## config.mk

```make
export PLATFORM = sky130hd
export DESIGN_NAME = priority_task_picker
export DESIGN_NICKNAME = d
export VERILOG_FILES = /design/src/sv/ptp_pkg.sv /design/src/sv/priority_task_picker.sv
export SDC_FILE = /design/constraint.sdc
export NUM_CORES = 1
export LEC_CHECK = 0
export ABC_AREA = 1
export BUFFER_PORTS_ARGS = -buffer_cell sky130_fd_sc_hd__buf_2
export CAP_MARGIN = 20
export CORE_ASPECT_RATIO = 0.75
export CORE_MARGIN = 5
export CORE_UTILIZATION = 40
export DETAILED_ROUTE_END_ITERATION = 6
export HOLD_SLACK_MARGIN = 0.06
export PLACE_DENSITY_LB_ADDON = 0.1
export RECOVER_POWER = 25
export SYNTH_ARGS = -nofsm -noshare
export SYNTH_HDL_FRONTEND = slang
export SYNTH_SLANG_ARGS = --single-unit
```

## constraint.sdc

```tcl
create_clock -name i_clk -period 8.24 [get_ports i_clk]
set_input_delay 0.824 -clock i_clk [delete_from_list [all_inputs] [get_ports i_clk]]
set_output_delay 0.824 -clock i_clk [all_outputs]
set_load 0.02 [all_outputs]
```

## src/sv/ptp_pkg.sv

```systemverilog
// Package for the priority task picker: item types, function codes and sequencer states.
package ptp_pkg;

    // Milliseconds in one second, used to find the tick period.
    localparam int MS_PER_SECOND = 1000;

    // Bits of the sleep time.
    localparam int SLEEP_W = 16;

    typedef enum logic [1:0] {
        FUNC_PICK       = 2'd0,
        FUNC_LOAD_PRIO  = 2'd1,
        FUNC_SET_FLAGS  = 2'd2,
        FUNC_SLEEP_PICK = 2'd3
    } t_func;

    typedef struct packed {
        t_func               func;
        logic [2:0]          task_index;
        logic [7:0]          priority_value;
        logic                blocked_flag;
        logic                done_flag;
        logic [SLEEP_W-1:0]  sleep_ms;
        logic [31:0]         now_tick;
    } t_pick_in;

    typedef struct packed {
        logic [2:0] chosen_task;
        logic       found;
        logic       restarted;
    } t_pick_out;

    typedef enum logic [2:0] {
        S_IDLE,
        S_DIV,
        S_WAKE,
        S_CHECK,
        S_SCAN,
        S_UPDATE,
        S_RESP
    } t_state;

endpackage

```

## src/sv/priority_task_picker.sv

```systemverilog
// Priority task picker: a table of task entries and a sequencer that scans it.
//
// The input channel (i_in_valid, o_in_stall, i_in) takes one command per transfer:
// pick, load a priority, set the blocked and done marks, or put the current task to
// sleep and then pick. Every command returns exactly one result transfer on the
// output channel (o_out_valid, i_out_stall, o_out).
// Load priority and set flags go from idle straight to the result state, which
// loads the result register. A pick runs a restart check, a scan that reads one
// entry per cycle through the table memories (with registered read data), a
// use-count update and the result state. Sleep first multiplies by the reciprocal
// of the tick period to turn milliseconds into ticks, then writes the wake tick,
// and then goes on as a pick.
// The block takes one command at a time; o_in_stall is high from the accepting
// edge until the sequencer returns to idle, so the next command can be taken
// only once the result register has loaded.
// A result waiting in the output register does not block a new command; only a
// second result has to wait. If the receiver stalls, the result register holds its
// value and the sequencer waits in its result cycle until it can be reloaded.
// Reset (synchronous, active low) empties the result register, clears the
// blocked and done marks and the valid bits of the priority, use-count and
// wake-tick memories, so all entries read as zero right away; no clearing pass.
module priority_task_picker
    import ptp_pkg::*;
#(
    parameter int TASKS        = 8,
    parameter int TICK_RATE_HZ = 100
) (
    input  logic      i_clk,
    input  logic      i_rst_n,
    input  logic      i_in_valid,
    output logic      o_in_stall,
    input  t_pick_in  i_in,
    output logic      o_out_valid,
    input  logic      i_out_stall,
    output t_pick_out o_out
);

    localparam int IW       = $clog2(TASKS);
    localparam int PER_TICK = (MS_PER_SECOND / TICK_RATE_HZ > 0) ?
                              (MS_PER_SECOND / TICK_RATE_HZ) : 1;
    // Reciprocal of the tick period, exact for every sleep time of SLEEP_W bits.
    localparam int RECIP_SH = SLEEP_W + $clog2(PER_TICK);
    localparam int RECIP_M  = (1 << RECIP_SH) / PER_TICK + 1;
    localparam int RECIP_W  = SLEEP_W + 1;
    // Entries 0 to TASKS-2 take part in the restart check.
    localparam logic [TASKS-1:0] LOW_MASK = {1'b0, {(TASKS-1){1'b1}}};

    // Sequencer state and the command being worked on.
    t_state r_state, n_state;
    t_pick_in r_item;

    // Entry tables. Priority, use count and wake tick live in memories whose
    // entries read as zero until written, tracked by a valid bit per entry.
    logic [7:0]  prio_mem [TASKS];
    logic [31:0] use_mem  [TASKS];
    logic [31:0] wake_mem [TASKS];
    logic [TASKS-1:0] r_prio_vld, r_use_vld, r_wake_vld;
    logic [TASKS-1:0] r_blocked, r_done;
    logic [2:0] r_cur;

    // Sleep time in ticks, from a multiplication by the reciprocal.
    logic [SLEEP_W-1:0]         r_quo;
    logic [SLEEP_W+RECIP_W-1:0] div_prod;

    // Scan pipeline: read address counter, registered read data, running best.
    logic [IW:0]   r_issue;
    logic [IW-1:0] rd_addr;
    logic          r_cmp_v;
    logic [IW-1:0] r_cmp_idx;
    logic [7:0]    r_prio_q;
    logic [31:0]   r_use_q, r_wake_q;
    logic          r_prio_qv, r_use_qv, r_wake_qv;
    logic [7:0]    eff_prio;
    logic [31:0]   eff_use, eff_wake;
    logic          cand_run, cand_take;
    logic          r_have, r_restart;
    logic [IW-1:0] r_best;
    logic [7:0]    r_best_prio;
    logic [31:0]   r_best_use;

    // Result register.
    logic      r_out_valid;
    t_pick_out r_out;
    t_pick_out result;

    // Decoded controls.
    logic accept, in_idx_ok, cur_ok, all_done, scan_last;
    logic prio_we, flags_we, div_step, wake_we;
    logic check_en, scan_en, use_we, load_out;
    logic [IW-1:0] in_addr, cur_addr;

    assign in_idx_ok = ({4'b0, i_in.task_index} < 7'(TASKS));
    assign cur_ok    = ({4'b0, r_cur} < 7'(TASKS));
    assign in_addr   = IW'(i_in.task_index);
    assign cur_addr  = IW'(r_cur);
    assign all_done  = ((r_done & LOW_MASK) == LOW_MASK);
    assign rd_addr   = r_issue[IW-1:0];
    assign scan_last = r_cmp_v && (r_cmp_idx == IW'(TASKS - 1));

    // Milliseconds times the reciprocal; the quotient starts at bit RECIP_SH.
    assign div_prod = {{RECIP_W{1'b0}}, r_item.sleep_ms} * (SLEEP_W+RECIP_W)'(RECIP_M);

    // Candidate evaluation for the entry whose read data just arrived.
    assign eff_prio  = r_prio_qv ? r_prio_q : 8'd0;
    assign eff_use   = r_use_qv  ? r_use_q  : 32'd0;
    assign eff_wake  = r_wake_qv ? r_wake_q : 32'd0;
    assign cand_run  = (eff_wake <= r_item.now_tick) && !r_blocked[r_cmp_idx]
                       && !r_done[r_cmp_idx];
    assign cand_take = r_cmp_v && cand_run &&
                       (!r_have || (eff_prio > r_best_prio) ||
                        ((eff_prio == r_best_prio) && (eff_use < r_best_use)));

    // Next state.
    always_comb begin
        n_state = r_state;
        case (r_state)
            S_IDLE: begin
                if (i_in_valid) begin
                    case (i_in.func)
                        FUNC_PICK:       n_state = S_CHECK;
                        FUNC_SLEEP_PICK: n_state = S_DIV;
                        default:         n_state = S_RESP;
                    endcase
                end
            end
            S_DIV:    n_state = S_WAKE;
            S_WAKE:   n_state = S_CHECK;
            S_CHECK:  n_state = S_SCAN;
            S_SCAN: begin
                if (scan_last) begin
                    n_state = S_UPDATE;
                end
            end
            S_UPDATE: n_state = S_RESP;
            S_RESP: begin
                if (!r_out_valid || !i_out_stall) begin
                    n_state = S_IDLE;
                end
            end
            default:  n_state = S_IDLE;
        endcase
    end

    // Sequencer outputs.
    always_comb begin
        o_in_stall = 1'b1;
        accept     = 1'b0;
        prio_we    = 1'b0;
        flags_we   = 1'b0;
        div_step   = 1'b0;
        wake_we    = 1'b0;
        check_en   = 1'b0;
        scan_en    = 1'b0;
        use_we     = 1'b0;
        load_out   = 1'b0;
        case (r_state)
            S_IDLE: begin
                o_in_stall = 1'b0;
                accept     = i_in_valid;
                prio_we    = i_in_valid && (i_in.func == FUNC_LOAD_PRIO) && in_idx_ok;
                flags_we   = i_in_valid && (i_in.func == FUNC_SET_FLAGS) && in_idx_ok;
            end
            S_DIV:    div_step = 1'b1;
            S_WAKE:   wake_we  = cur_ok;
            S_CHECK:  check_en = 1'b1;
            S_SCAN:   scan_en  = 1'b1;
            S_UPDATE: use_we   = r_have;
            S_RESP:   load_out = !r_out_valid || !i_out_stall;
            default:  o_in_stall = 1'b1;
        endcase
    end

    // Result of the finished command; table writes report all zeros.
    always_comb begin
        result = '0;
        if (r_item.func == FUNC_PICK || r_item.func == FUNC_SLEEP_PICK) begin
            result.restarted = r_restart;
            result.found     = r_have;
            if (r_have) begin
                result.chosen_task = 3'(r_best);
            end
        end
    end

    // Control state.
    always_ff @(posedge i_clk) begin
        if (!i_rst_n) begin
            r_state     <= S_IDLE;
            r_prio_vld  <= '0;
            r_use_vld   <= '0;
            r_wake_vld  <= '0;
            r_blocked   <= '0;
            r_done      <= '0;
            r_cur       <= '0;
            r_cmp_v     <= 1'b0;
            r_out_valid <= 1'b0;
        end else begin
            r_state <= n_state;
            r_cmp_v <= scan_en && (r_issue < (IW+1)'(TASKS));
            if (prio_we) begin
                r_prio_vld[in_addr] <= 1'b1;
            end
            if (flags_we) begin
                r_blocked[in_addr] <= i_in.blocked_flag;
                r_done[in_addr]    <= i_in.done_flag;
            end
            if (wake_we) begin
                r_wake_vld[cur_addr] <= 1'b1;
            end
            if (check_en && all_done) begin
                r_done    <= r_done & ~LOW_MASK;
                r_use_vld <= r_use_vld & ~LOW_MASK;
            end
            if (use_we) begin
                r_use_vld[r_best] <= 1'b1;
                r_cur             <= 3'(r_best);
            end
            if (load_out) begin
                r_out_valid <= 1'b1;
            end else if (!i_out_stall) begin
                r_out_valid <= 1'b0;
            end
        end
    end

    // Datapath registers.
    always_ff @(posedge i_clk) begin
        if (accept) begin
            r_item <= i_in;
        end
        if (div_step) begin
            r_quo <= SLEEP_W'(div_prod >> RECIP_SH);
        end
        if (check_en) begin
            r_restart   <= all_done;
            r_have      <= 1'b0;
            r_best      <= '0;
            r_best_prio <= '0;
            r_best_use  <= '0;
            r_issue     <= '0;
        end else if (scan_en) begin
            if (r_issue < (IW+1)'(TASKS)) begin
                r_issue <= r_issue + (IW+1)'(1);
            end
            if (cand_take) begin
                r_have      <= 1'b1;
                r_best      <= r_cmp_idx;
                r_best_prio <= eff_prio;
                r_best_use  <= eff_use;
            end
        end
        if (load_out) begin
            r_out <= result;
        end
    end

    // Table memories with one write port and one registered read port each.
    always_ff @(posedge i_clk) begin
        if (prio_we) begin
            prio_mem[in_addr] <= i_in.priority_value;
        end
        if (wake_we) begin
            wake_mem[cur_addr] <= r_item.now_tick + {{(32-SLEEP_W){1'b0}}, r_quo};
        end
        if (use_we) begin
            use_mem[r_best] <= (r_best_use == '1) ? r_best_use : (r_best_use + 32'd1);
        end
        r_prio_q  <= prio_mem[rd_addr];
        r_use_q   <= use_mem[rd_addr];
        r_wake_q  <= wake_mem[rd_addr];
        r_prio_qv <= r_prio_vld[rd_addr];
        r_use_qv  <= r_use_vld[rd_addr];
        r_wake_qv <= r_wake_vld[rd_addr];
        r_cmp_idx <= rd_addr;
    end

    assign o_out_valid = r_out_valid;
    assign o_out       = r_out;

    // Every accepted command moves the sequencer out of idle.
    a_accept_leaves_idle: assert property (@(posedge i_clk) disable iff (!i_rst_n)
        (i_in_valid && !o_in_stall) |=> (r_state != S_IDLE))
        else $error("accepted command did not start the sequencer");

    // The divider only runs for a sleep command.
    a_div_only_sleep: assert property (@(posedge i_clk) disable iff (!i_rst_n)
        (r_state == S_DIV) |-> (r_item.func == FUNC_SLEEP_PICK))
        else $error("divider running for a command without sleep");

    // A new result appears only after the result cycle of the sequencer.
    a_out_from_resp: assert property (@(posedge i_clk) disable iff (!i_rst_n)
        $rose(o_out_valid) |-> ($past(r_state) == S_RESP))
        else $error("result appeared outside the result cycle");

    // A pick that finds nothing reports entry zero.
    a_not_found_zero: assert property (@(posedge i_clk) disable iff (!i_rst_n)
        (o_out_valid && !o_out.found) |-> (o_out.chosen_task == 3'd0))
        else $error("chosen task set without a found task");

endmodule
```

==> flow_metrics.env <==
export IMPL_path_buf_inv=3
export IMPL_vias=26100
export IMPL_dp_hpwl_mm=61.3
export IMPL_synth_most_common_cell="nor2_1"
export IMPL_n_fill_cell=9226
export IMPL_cpMostUsedCell="nor2_1"
export IMPL_top_layer="met5"
export IMPL_crit_path_top_delay_cell="clkbuf_1"
export IMPL_grt_overflow=0
export IMPL_h_tree_depth=3
export IMPL_fmax_mhz=176
export IMPL_io_pins=74
export IMPL_ff_latch_area_um2=22900
export IMPL_worst_pin_slew_ns=3.27
export IMPL_wl_met1_mm=52.1
export IMPL_worstPathMaxFanout=52
export IMPL_drtAntennaViolNets=0
export IMPL_root_buffer="clkbuf_16"
export IMPL_dieWidth_um=370
export IMPL_post_route_drc_count=0
export IMPL_cts_setup_buffers=0
export IMPL_die_y_um=280
export IMPL_drt_iter0_drc=2000
export IMPL_yosys_area_top_type="edfxtp_1"
export IMPL_wl_per_cell_um=19.2
export IMPL_synth_common_cells="nor2_1 (769), edfxtp_1 (645), inv_1 (412)"
export IMPL_cts_tree="built"
export IMPL_synth_top_area_frac=0.498
export IMPL_skew_ns=0.0327
export IMPL_design_die_area_um2=104000
export IMPL_yosysSeqAreaShare=0.587
export IMPL_core_area_um2=96900
export IMPL_routed_wl_mm=99.7
export IMPL_outcome="finished with violations"
export IMPL_crit_chain="nor2_1, inv_1, nor2_1, inv_1, nor2_4, clkbuf_1, nand2_1, nor2_1"
export IMPL_synth_area_per_cell_um2=10.4
export IMPL_firstDrtPassIters=5
export IMPL_critPathCaptureType="flop"
export IMPL_via_per_inst=5.04
export IMPL_fin_cells=5185
export IMPL_cts_hold_buffers_added=0
export IMPL_postSynth_asyncResetShare=0
export IMPL_cts_buffer_depth=3
export IMPL_dp_cells=5022
export IMPL_grt_pass1_wl_mm=153
export IMPL_num_rows=99
export IMPL_wl_met2_mm=40.7
export IMPL_fin_crit_sh=0.690
export IMPL_grt_max_degree=187
export IMPL_rsz0062_at_grt="no"
export IMPL_path_clk_slew_ns=0.06
export IMPL_hold_violations=0
export IMPL_cts_inserted_buffers=85
export IMPL_ys_ff_latch=819
export IMPL_insertion_delay_ns=0.65
export IMPL_multi_input_area_um2=14000
export IMPL_setup_tns_final_ns=0
export IMPL_cp_start_kind="flop"
export IMPL_gp_congestion=0.892
export IMPL_final_setup_viol_count=0
export IMPL_synth_edf_count=645
export IMPL_ys_types=46
export IMPL_synth_area_top_cells="edfxtp_1 (50%), dfxtp_1 (9.0%), nor2_1 (7.4%), ha_1 (7.0%), o21ai_0 (4.7%)"
export IMPL_grt_pass1_vias=24700
export IMPL_final_max_slew_viol_count=422
export IMPL_synthToLayoutAreaGrowth_pct=11.6
export IMPL_yosysWarnings=0
export IMPL_cts_resized_gates=0
export IMPL_synth_cells=3746
export IMPL_crit_arrival_ns=5.94
export IMPL_max_stage_delay_ns=2.24
export IMPL_critPathTopFamily="simple AND/OR/NAND/NOR gates"
export IMPL_netlist_area_um2=38900
export IMPL_dr_wl_met3_mm=5.23
export IMPL_antenna_found_initial=6
export IMPL_relSlewSlack=-1.18
export IMPL_max_cap_violations=11
export IMPL_hold_class="in -> reg"
export IMPL_post_route_min_period_ns=5.69
export IMPL_initial_core_util=0.402
export IMPL_ys_flop_type="edfxtp_1"
export IMPL_final_area_um2=43400
export IMPL_numClockSinks=819
export IMPL_critPathRequiredTime_ns=8.49
export IMPL_violations="max-capacitance violations, max-slew violations"
export IMPL_synthesis_nets=4112
export IMPL_place_area_um2=40800
export IMPL_drive_above_1_share=0.0607
export IMPL_crit_type="reg -> reg"
export IMPL_nNetsFinal=4163
export IMPL_track_usage=0.190
export IMPL_io_buffers=73
==> routing by layer <==
layer,track usage,vias to the layer above
met4,0.0408,2
met2,0.273,536
met3,0.0349,115
met5,0,-
met1,0.300,12600
li1,-,12900
==> layout by cell type, fill, tap and decap left out, types with 3 or more instances in the layout <==
master	Yosys	final
buf_2	23	49
clkinvlp_4	0	4
fa_1	80	80
clkbuf_8	0	9
nand4_1	21	21
a211oi_1	7	7
diode_2	0	3
buf_4	3	24
edfxtp_1	645	645
a21o_1	8	8
clkinv_1	1	12
a31oi_1	80	80
ha_1	219	219
nor4_1	14	14
or2_2	7	7
o22ai_1	74	74
nor3_1	48	49
dfxtp_1	174	174
inv_6	0	4
bufinv_16	0	4
inv_1	412	411
xor2_1	52	52
o21a_1	5	5
nor2_1	769	752
clkbuf_16	0	87
nor2_4	1	18
a21oi_1	120	120
nand3b_1	4	4
clkbuf_1	107	64
o21ai_0	365	365
clkinv_2	0	9
nand2_1	378	378
nand3_1	76	76
xnor2_1	14	14
==> per-stage QoR <==
step                utilization  hold WS (ns)  setup slack [ns]
finish                    0.448         0.344              2.55
global placement          0.421         0.446              3.08
floorplan                     -         0.375              3.45
global route              0.448         0.308              1.84
CTS                       0.449         0.297              3.04
detailed placement        0.421         0.454              3.05
==> area by class of cell <==
cell class | instances | share of cell area
sequential | 819 | 0.526
multi-input combinational | 2365 | 0.323
clock buffer | 126 | 0.0556
tap | 1313 | 0.0378
inverter | 417 | 0.0364
timing repair buffer | 109 | 0.0135
clock inverter | 33 | 0.00746
antenna | 3 | 0.000173
==> final timing paths <==
path | cells after the start | startpoint | slack (ns) | end
worst max-delay path | 8 | r_state[0] | 2.55 | prio_mem[2][6]
worst min-delay path | 1 | i_in[16] | 0.34 | r_item[16]
worst max register to register | 8 | r_state[0] | 2.55 | prio_mem[2][6]
worst min register to register | 2 | r_prio_vld[3] | 0.47 | r_prio_vld[3]
==> registers in the layout (all words and copies together) (netlist names), 3 cells and up <==
name	count
r_done	8
r_best_use	32
r_prio_vld	8
r_best_prio	8
r_wake_q	32
r_state	3
r_use_vld	8
r_item	50
r_blocked	8
r_cmp_idx	3
r_quo	13
prio_mem	64
r_prio_q	8
use_mem	256
wake_mem	256
o_out	5
r_issue	4
cur_addr	3
r_wake_vld	8
r_use_q	32
r_best	3
==> kinds of logic after synthesis <==
family	Yosys count	synth area share
flip-flops	819	0.587
AO/OA/AOI/OAI	669	0.0933
AND/OR/NAND/NOR	1331	0.137
adder cells (fa/ha/maj)	299	0.112
buffers and inverters	562	0.0556
XOR/XNOR	66	0.0149
Power is not shown: default switching activity piles up to over one toggle a cycle in this logic, so the estimate is an artifact.
